File: config.mk
export PLATFORM = sky130hd
export DESIGN_NAME = bounded_deque_with_readout
export DESIGN_NICKNAME = d
export VERILOG_FILES = /design/src/rtl/core/bdq_pkg.sv /design/src/rtl/core/bdq_ram.sv /design/src/rtl/core/bdq_datapath.sv /design/src/rtl/core/bdq_ctrl.sv /design/src/rtl/core/bounded_deque_with_readout.sv
export SDC_FILE = /design/constraint.sdc
export NUM_CORES = 1
export LEC_CHECK = 0
export ABC_AREA = 0
export BUFFER_PORTS_ARGS = -buffer_cell sky130_fd_sc_hd__buf_2
export CAP_MARGIN = 20
export CORE_UTILIZATION = 50
export DETAILED_ROUTE_END_ITERATION = 16
export GPL_TIMING_DRIVEN = 0
export MAX_ROUTING_LAYER = met4
export PLACE_DENSITY = 0.66
export SKIP_CTS_REPAIR_TIMING = 1
export SLEW_MARGIN = 10
export SYNTH_ARGS = -nofsm -noshare
export SYNTH_HDL_FRONTEND = slang
export SYNTH_SLANG_ARGS = --single-unit
File: constraint.sdc
create_clock -name clk_i -period 4.32 [get_ports clk_i]
set_input_delay 0.216 -clock clk_i [delete_from_list [all_inputs] [get_ports clk_i]]
set_output_delay 0.216 -clock clk_i [all_outputs]
set_load 0.03 [all_outputs]
File: src/rtl/core/bdq_pkg.sv
package bdq_pkg;

  localparam int unsigned DEPTH_DEFAULT = 16;
  localparam int unsigned VALUE_W       = 32;
  localparam int unsigned CMD_W         = 3;
  localparam int unsigned STATUS_W      = 2;

  typedef enum logic [CMD_W-1:0] {
    CMD_PUSH_FRONT = 3'd0,
    CMD_PUSH_BACK  = 3'd1,
    CMD_POP_FRONT  = 3'd2,
    CMD_POP_BACK   = 3'd3,
    CMD_READ_ALL   = 3'd4
  } cmd_e;

  typedef enum logic [STATUS_W-1:0] {
    STAT_OK    = 2'd0,
    STAT_EMPTY = 2'd1,
    STAT_FULL  = 2'd2
  } status_e;

  typedef enum logic [1:0] {
    ST_IDLE,
    ST_POP,
    ST_READ
  } ctrl_state_e;

  typedef enum logic [1:0] {
    SEL_OK,
    SEL_EMPTY,
    SEL_FULL,
    SEL_RAM
  } out_sel_e;

  typedef struct packed {
    logic [CMD_W-1:0]          cmd;
    logic signed [VALUE_W-1:0] value;
  } in_req_t;

  typedef struct packed {
    logic signed [VALUE_W-1:0] value_res;
    logic [STATUS_W-1:0]       status;
    logic                      last;
  } out_rsp_t;

  // controller -> datapath
  typedef struct packed {
    logic     push_front;
    logic     push_back;
    logic     pop_front;
    logic     pop_back;
    logic     rd_start;
    logic     rd_next;
    logic     out_load;
    out_sel_e out_sel;
    logic     out_last;
  } dp_cmd_t;

  // datapath -> controller
  typedef struct packed {
    logic full;
    logic empty;
    logic rd_last;
    logic out_free;
  } dp_stat_t;

endpackage

File: src/rtl/core/bdq_ram.sv
module bdq_ram #(
  parameter int unsigned WIDTH = 32,
  parameter int unsigned DEPTH = 16,
  localparam int unsigned AW   = (DEPTH > 1) ? $clog2(DEPTH) : 1
) (
  input  logic             clk_i,
  input  logic             we_i,
  input  logic [AW-1:0]    waddr_i,
  input  logic [WIDTH-1:0] wdata_i,
  input  logic             re_i,
  input  logic [AW-1:0]    raddr_i,
  output logic [WIDTH-1:0] rdata_o
);

  logic [WIDTH-1:0] mem_q [DEPTH];
  logic [WIDTH-1:0] rdata_q;

  always_ff @(posedge clk_i) begin
    if (we_i) begin
      mem_q[waddr_i] <= wdata_i;
    end
    if (re_i) begin
      rdata_q <= mem_q[raddr_i];
    end
  end

  assign rdata_o = rdata_q;

endmodule

File: src/rtl/core/bdq_datapath.sv
module bdq_datapath import bdq_pkg::*; #(
  parameter int unsigned DEPTH = DEPTH_DEFAULT
) (
  input  logic     clk_i,
  input  logic     rst_ni,
  input  in_req_t  in_req_i,
  input  dp_cmd_t  cmd_i,
  output dp_stat_t stat_o,
  input  logic     out_stall_i,
  output logic     out_valid_o,
  output out_rsp_t out_rsp_o
);

  localparam int unsigned IDX_W = $clog2(DEPTH);
  localparam int unsigned CNT_W = $clog2(DEPTH + 1);
  localparam logic [IDX_W:0]   DEPTH_EXT = (IDX_W + 1)'(DEPTH);
  localparam logic [IDX_W-1:0] LAST_IDX  = IDX_W'(DEPTH - 1);
  localparam logic [CNT_W-1:0] CNT_FULL  = CNT_W'(DEPTH);

  logic [IDX_W-1:0] front_q, front_d;
  logic [CNT_W-1:0] count_q, count_d;
  logic [IDX_W-1:0] rd_idx_q, rd_idx_d;
  logic             out_valid_q, out_valid_d;
  out_rsp_t         out_q, out_d;

  logic             ram_we, ram_re;
  logic [IDX_W-1:0] ram_waddr, ram_raddr;
  logic [VALUE_W-1:0] ram_rdata;
  logic [IDX_W-1:0] front_dec, front_inc, rd_idx_inc;
  logic             out_free;

  // circular slot of an offset from the front; sum stays below 2*DEPTH
  function automatic logic [IDX_W-1:0] slot_of(input logic [IDX_W-1:0] base,
                                               input logic [IDX_W-1:0] off);
    logic [IDX_W:0] sum;
    sum = {1'b0, base} + {1'b0, off};
    if (sum >= DEPTH_EXT) begin
      sum = sum - DEPTH_EXT;
    end
    return sum[IDX_W-1:0];
  endfunction

  assign front_dec  = (front_q == '0) ? LAST_IDX : front_q - IDX_W'(1);
  assign front_inc  = (front_q == LAST_IDX) ? '0 : front_q + IDX_W'(1);
  assign rd_idx_inc = rd_idx_q + IDX_W'(1);
  assign out_free   = !out_valid_q || !out_stall_i;

  always_comb begin
    ram_we    = cmd_i.push_front || cmd_i.push_back;
    ram_waddr = cmd_i.push_front ? front_dec : slot_of(front_q, count_q[IDX_W-1:0]);
    ram_re    = cmd_i.pop_front || cmd_i.pop_back || cmd_i.rd_start || cmd_i.rd_next;
    priority if (cmd_i.pop_back) begin
      ram_raddr = slot_of(front_q, IDX_W'(count_q - CNT_W'(1)));
    end else if (cmd_i.rd_next) begin
      ram_raddr = slot_of(front_q, rd_idx_inc);
    end else begin
      ram_raddr = front_q;
    end
  end

  always_comb begin
    front_d  = front_q;
    count_d  = count_q;
    rd_idx_d = rd_idx_q;
    if (cmd_i.push_front) begin
      front_d = front_dec;
    end
    if (cmd_i.pop_front) begin
      front_d = front_inc;
    end
    if (cmd_i.push_front || cmd_i.push_back) begin
      count_d = count_q + CNT_W'(1);
    end
    if (cmd_i.pop_front || cmd_i.pop_back) begin
      count_d = count_q - CNT_W'(1);
    end
    if (cmd_i.rd_start) begin
      rd_idx_d = '0;
    end
    if (cmd_i.rd_next) begin
      rd_idx_d = rd_idx_inc;
    end
  end

  always_comb begin
    out_d       = out_q;
    out_valid_d = out_valid_q;
    if (cmd_i.out_load) begin
      out_valid_d    = 1'b1;
      out_d.last     = cmd_i.out_last;
      out_d.value_res = '0;
      unique case (cmd_i.out_sel)
        SEL_OK: begin
          out_d.status = STAT_OK;
        end
        SEL_EMPTY: begin
          out_d.status = STAT_EMPTY;
        end
        SEL_FULL: begin
          out_d.status = STAT_FULL;
        end
        SEL_RAM: begin
          out_d.status    = STAT_OK;
          out_d.value_res = ram_rdata;
        end
        default: begin
          out_d.status = STAT_OK;
        end
      endcase
    end else if (!out_stall_i) begin
      out_valid_d = 1'b0;
    end
  end

  always_ff @(posedge clk_i or negedge rst_ni) begin
    if (!rst_ni) begin
      front_q     <= '0;
      count_q     <= '0;
      rd_idx_q    <= '0;
      out_valid_q <= 1'b0;
    end else begin
      front_q     <= front_d;
      count_q     <= count_d;
      rd_idx_q    <= rd_idx_d;
      out_valid_q <= out_valid_d;
    end
  end

  always_ff @(posedge clk_i) begin
    out_q <= out_d;
  end

  bdq_ram #(
    .WIDTH(VALUE_W),
    .DEPTH(DEPTH)
  ) u_store (
    .clk_i  (clk_i),
    .we_i   (ram_we),
    .waddr_i(ram_waddr),
    .wdata_i(in_req_i.value),
    .re_i   (ram_re),
    .raddr_i(ram_raddr),
    .rdata_o(ram_rdata)
  );

  assign stat_o.full     = (count_q == CNT_FULL);
  assign stat_o.empty    = (count_q == '0);
  assign stat_o.rd_last  = ((CNT_W'(rd_idx_q) + CNT_W'(1)) == count_q);
  assign stat_o.out_free = out_free;
  assign out_valid_o     = out_valid_q;
  assign out_rsp_o       = out_q;

  a_count_bound: assert property (@(posedge clk_i) disable iff (!rst_ni)
    count_q <= CNT_FULL) else $error("element count above depth");

  a_front_bound: assert property (@(posedge clk_i) disable iff (!rst_ni)
    front_q <= LAST_IDX) else $error("front index out of range");

  a_port_excl: assert property (@(posedge clk_i) disable iff (!rst_ni)
    !(ram_we && ram_re)) else $error("store written and read in one cycle");

  a_pop_count: assert property (@(posedge clk_i) disable iff (!rst_ni)
    (cmd_i.pop_front || cmd_i.pop_back) |=> count_q == $past(count_q) - CNT_W'(1))
    else $error("pop did not drop the count by one");

endmodule

File: src/rtl/core/bdq_ctrl.sv
module bdq_ctrl import bdq_pkg::*; (
  input  logic             clk_i,
  input  logic             rst_ni,
  input  logic             in_valid_i,
  output logic             in_stall_o,
  input  logic [CMD_W-1:0] cmd_i,
  input  dp_stat_t         stat_i,
  output dp_cmd_t          cmd_o
);

  ctrl_state_e state_q, state_d;
  cmd_e        cmd;

  assign cmd = cmd_e'(cmd_i);

  always_ff @(posedge clk_i or negedge rst_ni) begin
    if (!rst_ni) begin
      state_q <= ST_IDLE;
    end else begin
      state_q <= state_d;
    end
  end

  always_comb begin
    state_d    = state_q;
    cmd_o      = '0;
    in_stall_o = 1'b1;
    unique case (state_q)
      ST_IDLE: begin
        in_stall_o = !stat_i.out_free;
        if (in_valid_i && stat_i.out_free) begin
          unique case (cmd)
            CMD_PUSH_FRONT, CMD_PUSH_BACK: begin
              cmd_o.out_load = 1'b1;
              cmd_o.out_last = 1'b1;
              if (stat_i.full) begin
                cmd_o.out_sel = SEL_FULL;
              end else begin
                cmd_o.out_sel    = SEL_OK;
                cmd_o.push_front = (cmd == CMD_PUSH_FRONT);
                cmd_o.push_back  = (cmd == CMD_PUSH_BACK);
              end
            end
            CMD_POP_FRONT, CMD_POP_BACK: begin
              if (stat_i.empty) begin
                cmd_o.out_load = 1'b1;
                cmd_o.out_last = 1'b1;
                cmd_o.out_sel  = SEL_EMPTY;
              end else begin
                cmd_o.pop_front = (cmd == CMD_POP_FRONT);
                cmd_o.pop_back  = (cmd == CMD_POP_BACK);
                state_d         = ST_POP;
              end
            end
            CMD_READ_ALL: begin
              if (stat_i.empty) begin
                cmd_o.out_load = 1'b1;
                cmd_o.out_last = 1'b1;
                cmd_o.out_sel  = SEL_EMPTY;
              end else begin
                cmd_o.rd_start = 1'b1;
                state_d        = ST_READ;
              end
            end
            default: begin
              // unused codes are dropped without a result
            end
          endcase
        end
      end
      ST_POP: begin
        if (stat_i.out_free) begin
          cmd_o.out_load = 1'b1;
          cmd_o.out_last = 1'b1;
          cmd_o.out_sel  = SEL_RAM;
          state_d        = ST_IDLE;
        end
      end
      ST_READ: begin
        // the next read is issued as the current word goes out
        if (stat_i.out_free) begin
          cmd_o.out_load = 1'b1;
          cmd_o.out_sel  = SEL_RAM;
          cmd_o.out_last = stat_i.rd_last;
          if (stat_i.rd_last) begin
            state_d = ST_IDLE;
          end else begin
            cmd_o.rd_next = 1'b1;
          end
        end
      end
      default: begin
        state_d = ST_IDLE;
      end
    endcase
  end

  a_busy_stall: assert property (@(posedge clk_i) disable iff (!rst_ni)
    (state_q != ST_IDLE) |-> in_stall_o) else $error("request taken while busy");

  a_pop_done: assert property (@(posedge clk_i) disable iff (!rst_ni)
    (state_q == ST_POP && stat_i.out_free) |=> state_q == ST_IDLE)
    else $error("pop result not closed out");

  a_read_last: assert property (@(posedge clk_i) disable iff (!rst_ni)
    (cmd_o.out_load && cmd_o.out_last && state_q == ST_READ) |=> state_q == ST_IDLE)
    else $error("read-out continued past last element");

endmodule

File: src/rtl/core/bounded_deque_with_readout.sv
// Channel | Direction | Handshake              | Payload
// in      | input     | in_valid_i / in_stall_o  | in_req_i  (cmd, value)
// out     | output    | out_valid_o / out_stall_i | out_rsp_o (value_res, status, last)
//
// Push, and any command that hits a full or empty queue, loads its result into the output register directly.
// Pop reads the store, then loads the output register from ST_POP once the output is free.
// Read-out uses the store's single read port, one element per cycle unless the output stalls.
// Reset clears front index, count and output valid; store contents are undefined until written.
// A request is taken only in idle while the output register is empty or draining;
// a stall on the output holds the controller in place.
module bounded_deque_with_readout import bdq_pkg::*; #(
  parameter int unsigned DEPTH = DEPTH_DEFAULT
) (
  input  logic     clk_i,
  input  logic     rst_ni,
  input  logic     in_valid_i,
  output logic     in_stall_o,
  input  in_req_t  in_req_i,
  output logic     out_valid_o,
  input  logic     out_stall_i,
  output out_rsp_t out_rsp_o
);

  dp_cmd_t  dp_cmd;
  dp_stat_t dp_stat;

  bdq_ctrl u_ctrl (
    .clk_i     (clk_i),
    .rst_ni    (rst_ni),
    .in_valid_i(in_valid_i),
    .in_stall_o(in_stall_o),
    .cmd_i     (in_req_i.cmd),
    .stat_i    (dp_stat),
    .cmd_o     (dp_cmd)
  );

  bdq_datapath #(
    .DEPTH(DEPTH)
  ) u_datapath (
    .clk_i      (clk_i),
    .rst_ni     (rst_ni),
    .in_req_i   (in_req_i),
    .cmd_i      (dp_cmd),
    .stat_o     (dp_stat),
    .out_stall_i(out_stall_i),
    .out_valid_o(out_valid_o),
    .out_rsp_o  (out_rsp_o)
  );

endmodule
# After elaboration in Yosys (flattened, before gate mapping)
# Memories as Yosys holds them, arrays and structs flattened. A register that Yosys moved wholly into a read port is not among the register bits.
# Index checks and enable logic that the tools add are counted.
# W data, S select, Z words.
dict set report totals {
  register_bits 51
  latch_bits 0
  mem_bits_rw 512
  rom_bits 0
  in_bits 39
  elab_cells 111
  mem_count 1
}
dict set report classes {
  addsub 12
  multipliers 0
  div_mod_pow 0
  magnitude_cmp 3
  eq_ne 20
  shift 0
  mux 45
  n_bitwise 0
  n_reduce_logical 22
}
# memory words width read_ports rd_ports_with_merged_regs write_ports line
set memory_table {}
lappend memory_table {u_datapath.u_store.mem_q 16 32 1 1 1 bdq_ram.sv:15} ;# logic [WIDTH-1:0] mem_q [DEPTH];
# op count
set op_table {}
lappend op_table {{$mux W4} 15}
lappend op_table {{$mux W5} 5}
lappend op_table {{$mux W2} 11}
lappend op_table {{$sub A4 B1 Y4 const B} 4}
lappend op_table {{$add A4 B4 Y5} 3}
lappend op_table {{$ge A5 B5 Y1 const B} 3}
lappend op_table {{$pmux W2 S3} 2}
lappend op_table {{$pmux W4 S3} 1}
lappend op_table {{$ne A2 B1 Y1 const B} 5}
lappend op_table {{$mux W1} 9}
lappend op_table {{$ne A3 B3 Y1 const B} 3}
lappend op_table {{$add A4 B1 Y4 const B} 2}
lappend op_table {{$pmux W4 S2} 1}
lappend op_table {{$reduce_and A7 Y1} 1}
lappend op_table {{$eq A2 B2 Y1 const B} 3}
lappend op_table {{$eq A3 B2 Y1 const B} 2}
lappend op_table {{$reduce_bool A2 Y1} 3}
lappend op_table {{$reduce_or A2 Y1} 3}
lappend op_table {{$add A4 B1 Y5 const B} 1}
lappend op_table {{$add A5 B1 Y5 const B} 1}
lappend op_table {{$eq A5 B5 Y1} 1}
lappend op_table {{$eq A5 B5 Y1 const B} 1}
lappend op_table {{$logic_not A5 Y1} 1}
lappend op_table {{$logic_or A1 B1 Y1} 5}
lappend op_table {{12 further kinds} 16}

# Logic depth before layout (Yosys ltp)
dict set report logic_depth {
  word_depth 8
  ltp_mapped 14
  mapped_depth_nobuf 12
}

# By module
# From an unflattened synthesis, not the netlist that was laid out.
dict set report unflattened {
  cells_unflattened 1105
  area_unflattened_um2 23103.4
}
# mod n_inst cells_each area_each_um2
set by_module_without_submodules {}
lappend by_module_without_submodules {bdq_ram 1 838 20155.6}
lappend by_module_without_submodules {bdq_datapath 1 233 2661.3}
lappend by_module_without_submodules {bdq_ctrl 1 34 286.5}

# Worst setup path after synthesis
# OpenSTA, ideal clock, no wires.
dict set report synth_path {
  path_type {reg-to-reg}
  start {register u_datapath.out_valid_q (netlist: u_datapath.out_valid_o)}
  end {memory u_datapath.u_store.mem_q[5][0] (enable)}
  setup_ns 0.421
  arrival_ns 3.444
  t_required_ns 3.899
  slack_ns 0.455
  stages_incl_launch_ff 9
  path_buffers 0
  synth_period_minus_slack_ns 3.865
  cell_sequence {dfrtp_1 -> a21oi_1 -> nand3b_1 -> nor3_1 -> nand2_1 -> nor2_1 -> mux2i_1 -> nand2_1 -> nor2_1}
}
dict set report synth_between {
  elab_chain_cells 8
}
# element line
set synth_rtl {}
lappend synth_rtl {{start: declaration} bdq_datapath.sv:23} ;# logic out_valid_q, out_valid_d;
lappend synth_rtl {{start signal: assignment} bdq_datapath.sv:125} ;# out_valid_q <= out_valid_d;
lappend synth_rtl {{$logic_not A1 Y1 (*)} bdq_datapath.sv:46} ;# assign out_free = !out_valid_q || !out_stall_i;
lappend synth_rtl {{$logic_or A1 B1 Y1 (*)} bdq_datapath.sv:46}
lappend synth_rtl {{$logic_and A1 B1 Y1 (*)} bdq_ctrl.sv:31} ;# if (in_valid_i && stat_i.out_free) begin
lappend synth_rtl {{$mux W5 (*)} bdq_ctrl.sv:31}
lappend synth_rtl {{$mux W5 (*)} bdq_ctrl.sv:28} ;# unique case (state_q)
lappend synth_rtl {{$logic_or A1 B1 Y1} bdq_datapath.sv:49} ;# ram_we = cmd_i.push_front || cmd_i.push_back;
lappend synth_rtl {{$mux W1} bdq_ram.sv:19} ;# if (we_i) begin
lappend synth_rtl {{$mux W1 (not written as such)} bdq_ram.sv:20} ;# mem_q[waddr_i] <= wdata_i;
lappend synth_rtl {{end: declaration} bdq_ram.sv:15}
# Every way passes the cells marked *; elsewhere a longest branch is shown, timed or not.

# Worst setup path after layout
dict set report layout_path {
  start {register u_datapath.rd_idx_q[0]}
  end {register u_datapath.u_store.rdata_q[18] (netlist: u_datapath.u_store.rdata_o[18]), read port of u_datapath.u_store.mem_q, data pin}
}
dict set report layout_between {
  elab_chain_cells 7
}
# element line
set layout_rtl {}
lappend layout_rtl {{start: declaration} bdq_datapath.sv:22} ;# logic [IDX_W-1:0] rd_idx_q, rd_idx_d;
lappend layout_rtl {{start signal: assignment} bdq_datapath.sv:124} ;# rd_idx_q <= rd_idx_d;
lappend layout_rtl {{parallel branches: the longest is 7 deep, another holds $add A4 B4 Y5} n/a}
lappend layout_rtl {{end: declaration} bdq_ram.sv:16} ;# logic [WIDTH-1:0] rdata_q;
# Several ways; the timed one is not identified.
# A chain may end at the register's enable or synchronous reset.

==> metrics.csv <==
metric,value,unit
floorplan core area,0.04577,mm2
Detailed Route Iter0 Violations,1133,
first-pass GRT wire length,77760,um
count of pins over their slew limit,0,
"area leader, netlist",edfxtp_1,
Worst Setup End Kind,flop,
Switching Fraction,0.3559,
worst setup path class,flop to flop,
final estimated routing congestion in global placement,0.8248,
dpl hpwl,32870,um
FF-to-FF path depth,12,
Syn Std Cell Area,0.02343,mm2
"EDFF count, synth",579,
Place WS,0.1186,ns
critical path arrival,4.56,ns
PnR worst setup slack,0.09162,ns
"Cell Area, Placed",0.02513,mm2
hold_ws,-0.004348,ns
failing checks,hold timing,
multi-input logic area,0.005419,mm2
clock buffer depth,3,
r2r endpoint,u_datapath.u_store.rdata_o[18],
crit start category,flop,
proportion of layout cells with a drive suffix above 1,0.1795,
Clock Skew,0.01455,ns
"Hold Vio Cnt, Final",9,
worst skew pair latency,0.61,ns
Total GRT Usage,0.2317,
actual slew at the worst max-slew pin,0.9623,ns
Synth Register Bits,595,
setup violators final,0,
WL/cell,24.63,um
initial cell density of the core,0.5118,
Clock Pin Slew Worst Setup and Hold Paths,0.07,ns
initial antenna violation count,1,
r2r startpoint,u_datapath.rd_idx_q[0],
routed vias/inst,5.863,
P_sw,7.429,mW
die footprint,0.04772,mm2
Die W,218.5,um
Syn. warnings,0,
max frequency,0.2365,GHz
Final ANT Viol Nets,0,
Setup crit start,u_datapath.rd_idx_q[0],
P_int,13.45,mW
HP Class,primary input to flop,
CTS HTree Levels,2,
CP max stage delay,0.66,ns
status,finished with violations,
Netlist cell types,59,
CP max FO,10,
CP Data Required Time,4.65,ns
clock share of power,0.256,
nets,1561,
Syn Area/Cell,17.69,um2
sequential cell area,0.01779,mm2
Leak,9.701,nW
num ports,76,
Crit-path slowest cell,clkbuf_1,
vias,12606,
"Seq/Total Area, Yosys",0.7593,
fin crit share,0.9788,
CTS sink cnt,595,
total gr overflow,0,
CP Cell Sequence,"ha_1, xnor2_1, inv_1, ha_1, a21oi_1, xnor2_1, o31ai_1, a31oi_2, nand3_2, clkbuf_1, o22ai_1, or4_1",
Rows,78,
CTS tree,done,
Syn Inst Count,1324,
peak supply drop,0.4766,mV
worst setup path endpoint,u_datapath.u_store.rdata_o[18],
vias in the first global route,12232,
PortBufs,74,
post-synth top area share,0.7422,
CTS root buf,clkbuf_16,
Max-cap violations,0,
Max-slew headroom,0.3585,
power per cell area,761.4,mW/mm2
Main synth FF type,edfxtp_1,
sequential share of power,0.353,
fin area,0.02742,mm2
Syn Nets,1382,
FF-to-FF setup slack,0.09,ns
largest net degree at the start of global routing,22,
Hold Path Origin,in_req_i[22],
top post-synthesis cells by area,"edfxtp_1, mux2i_1, o22ai_1",
combinational power share,0.391,
Final min period,4.228,ns
Die H,218.5,um
Synth-to-Final Area Change,17.04,%
CTS Buf Count,57,
ys async rst share,0.02689,
fillers,3364,
Residual DRC,0,
Pre-Repair DR Iteration Count,5,
final wirelength,52950,um
-- flip-flops by register name, summed over array words and instances, names as in the netlist --
| name | count |
|---|---|
| u_datapath.out_rsp_o | 35 |
| u_datapath.rd_idx_q | 4 |
| u_datapath.u_store.mem_q | 512 |
| u_datapath.out_valid_o | 1 |
| u_datapath.u_store.rdata_o | 32 |
| u_ctrl.state_q | 2 |
| u_datapath.front_q | 4 |
| u_datapath.count_q | 5 |
-- cell families after synthesis --
family / count (synthesis) / share of synthesized area
AO/OA/AOI/OAI: 188 / 0.05282
XOR/XNOR: 19 / 0.007104
adder cells (fa/ha/maj): 19 / 0.01111
buffers and inverters: 73 / 0.01538
flip-flops: 595 / 0.7593
multiplexers: 260 / 0.1112
AND/OR/NAND/NOR: 170 / 0.04310
-- placed cells by master (no fill, tap or decap), types with 18 or more instances in the layout --
| master | instances |
|---|---|
| and2_1 | 37 |
| buf_2 | 117 |
| clkbuf_16 | 58 |
| dlygate4sd3_1 | 25 |
| edfxtp_1 | 579 |
| mux2i_1 | 258 |
| nand2_1 | 19 |
| nor2_1 | 18 |
| o22ai_1 | 130 |
| or4_1 | 32 |
-- worst max-delay path, delay by kind of cell (launching register included) --
kind | cells | cell delay [ns]
xor gates and xnor gates | 2 | 0.45
AOI/OAI and AO/OA | 4 | 1.01
buffers and inverters | 2 | 0.75
adders and majority gates | 2 | 0.61
DFF | 1 | 0.45
and+or+nand+nor | 2 | 0.68
-- synthesized netlist by cell type (2+ instances only) --
cell type and instances:
o32ai_1 2, mux2i_1 258, nand3_1 10, xnor2_1 11, and2_1 37, fa_1 3
dfrtp_1 16, nor2_1 34, clkbuf_1 13, a41oi_1 2, buf_4 3, nor2b_1 4
o2111ai_1 2, edfxtp_1 579, nor3_1 5, nand3_2 9, a21o_1 4, mux2_2 2
or4_1 32, o22ai_1 130, o41ai_1 2, nand3b_1 3, nand4_1 2, buf_6 3
a21oi_1 13, buf_1 3, ha_1 16, inv_1 9, nor3b_1 2, nand2_1 20
buf_2 42, o21ai_0 16, a221oi_2 3, xor2_1 8, a22oi_1 2
-- area by class of cell --
| class | instances | area share |
|---|---|---|
| Timing Repair Buffer | 120 | 0.03906 |
| Clock inverter | 43 | 0.02035 |
| Tap cell | 600 | 0.02738 |
| Buffer | 64 | 0.01200 |
| Sequential cell | 595 | 0.6487 |
| Antenna cell | 1 | 0.00009127 |
| Inverter | 9 | 0.001232 |
| Clock buffer | 62 | 0.05348 |
| Multi-Input combinational cell | 656 | 0.1976 |
-- power groups by stage --
stage          combinational, mW  clock (mW)  sequential (mW)
2_1_floorplan               5.18           0             7.74
4_1_cts                     8.16        5.41             7.37
3_5_place_dp                8.12           0             7.49
6_report                    8.16        5.35             7.37
3_3_place_gp                7.73           0             7.54
5_1_grt                     8.67        5.64             7.41
-- layer usage --
metal | global-route usage | vias to the layer above | wire (um)
met3 | 0.03312 | 75 | 3496
met1 | 0.3206 | 6397 | 23100
met4 | 0.06247 | 0 | 969
met5 | - | - | 0
li1 | - | 5675 | -
met2 | 0.3610 | 459 | 25380
-- metrics by stage --
| step | utilization | total power [mW] | instances | TNS, ns |
|---|---|---|---|---|
| floorplan | - | 12.91 | 1324 | 0 |
| global placement | 0.5363 | 15.27 | 1998 | -790.28 |
| detailed placement | 0.5490 | 15.61 | 2018 | 0 |
| CTS | 0.5932 | 20.94 | 2123 | 0 |
| global route | 0.5990 | 21.71 | 2150 | -0.008721 |
| finish | 0.5990 | 20.88 | 2150 | 0 |
-- worst min path at each step --
| stage | endpoint | slack (ns) | cells past startpoint |
|---|---|---|---|
| floorplan | u_ctrl.state_q[0] | -0.08 | 0 |
| global placement | u_datapath.front_q[0] | 0.17 | 1 |
| detailed placement | u_datapath.count_q[0] | 0.17 | 1 |
| CTS | u_datapath.front_q[0] | -0.46 | 1 |
| global route | u_datapath.u_store.mem_q[0][29] | 0.003 | 1 |
| finish | u_datapath.u_store.mem_q[6][22] | -0.004 | 1 |
Power figures use the tool's default switching activity.
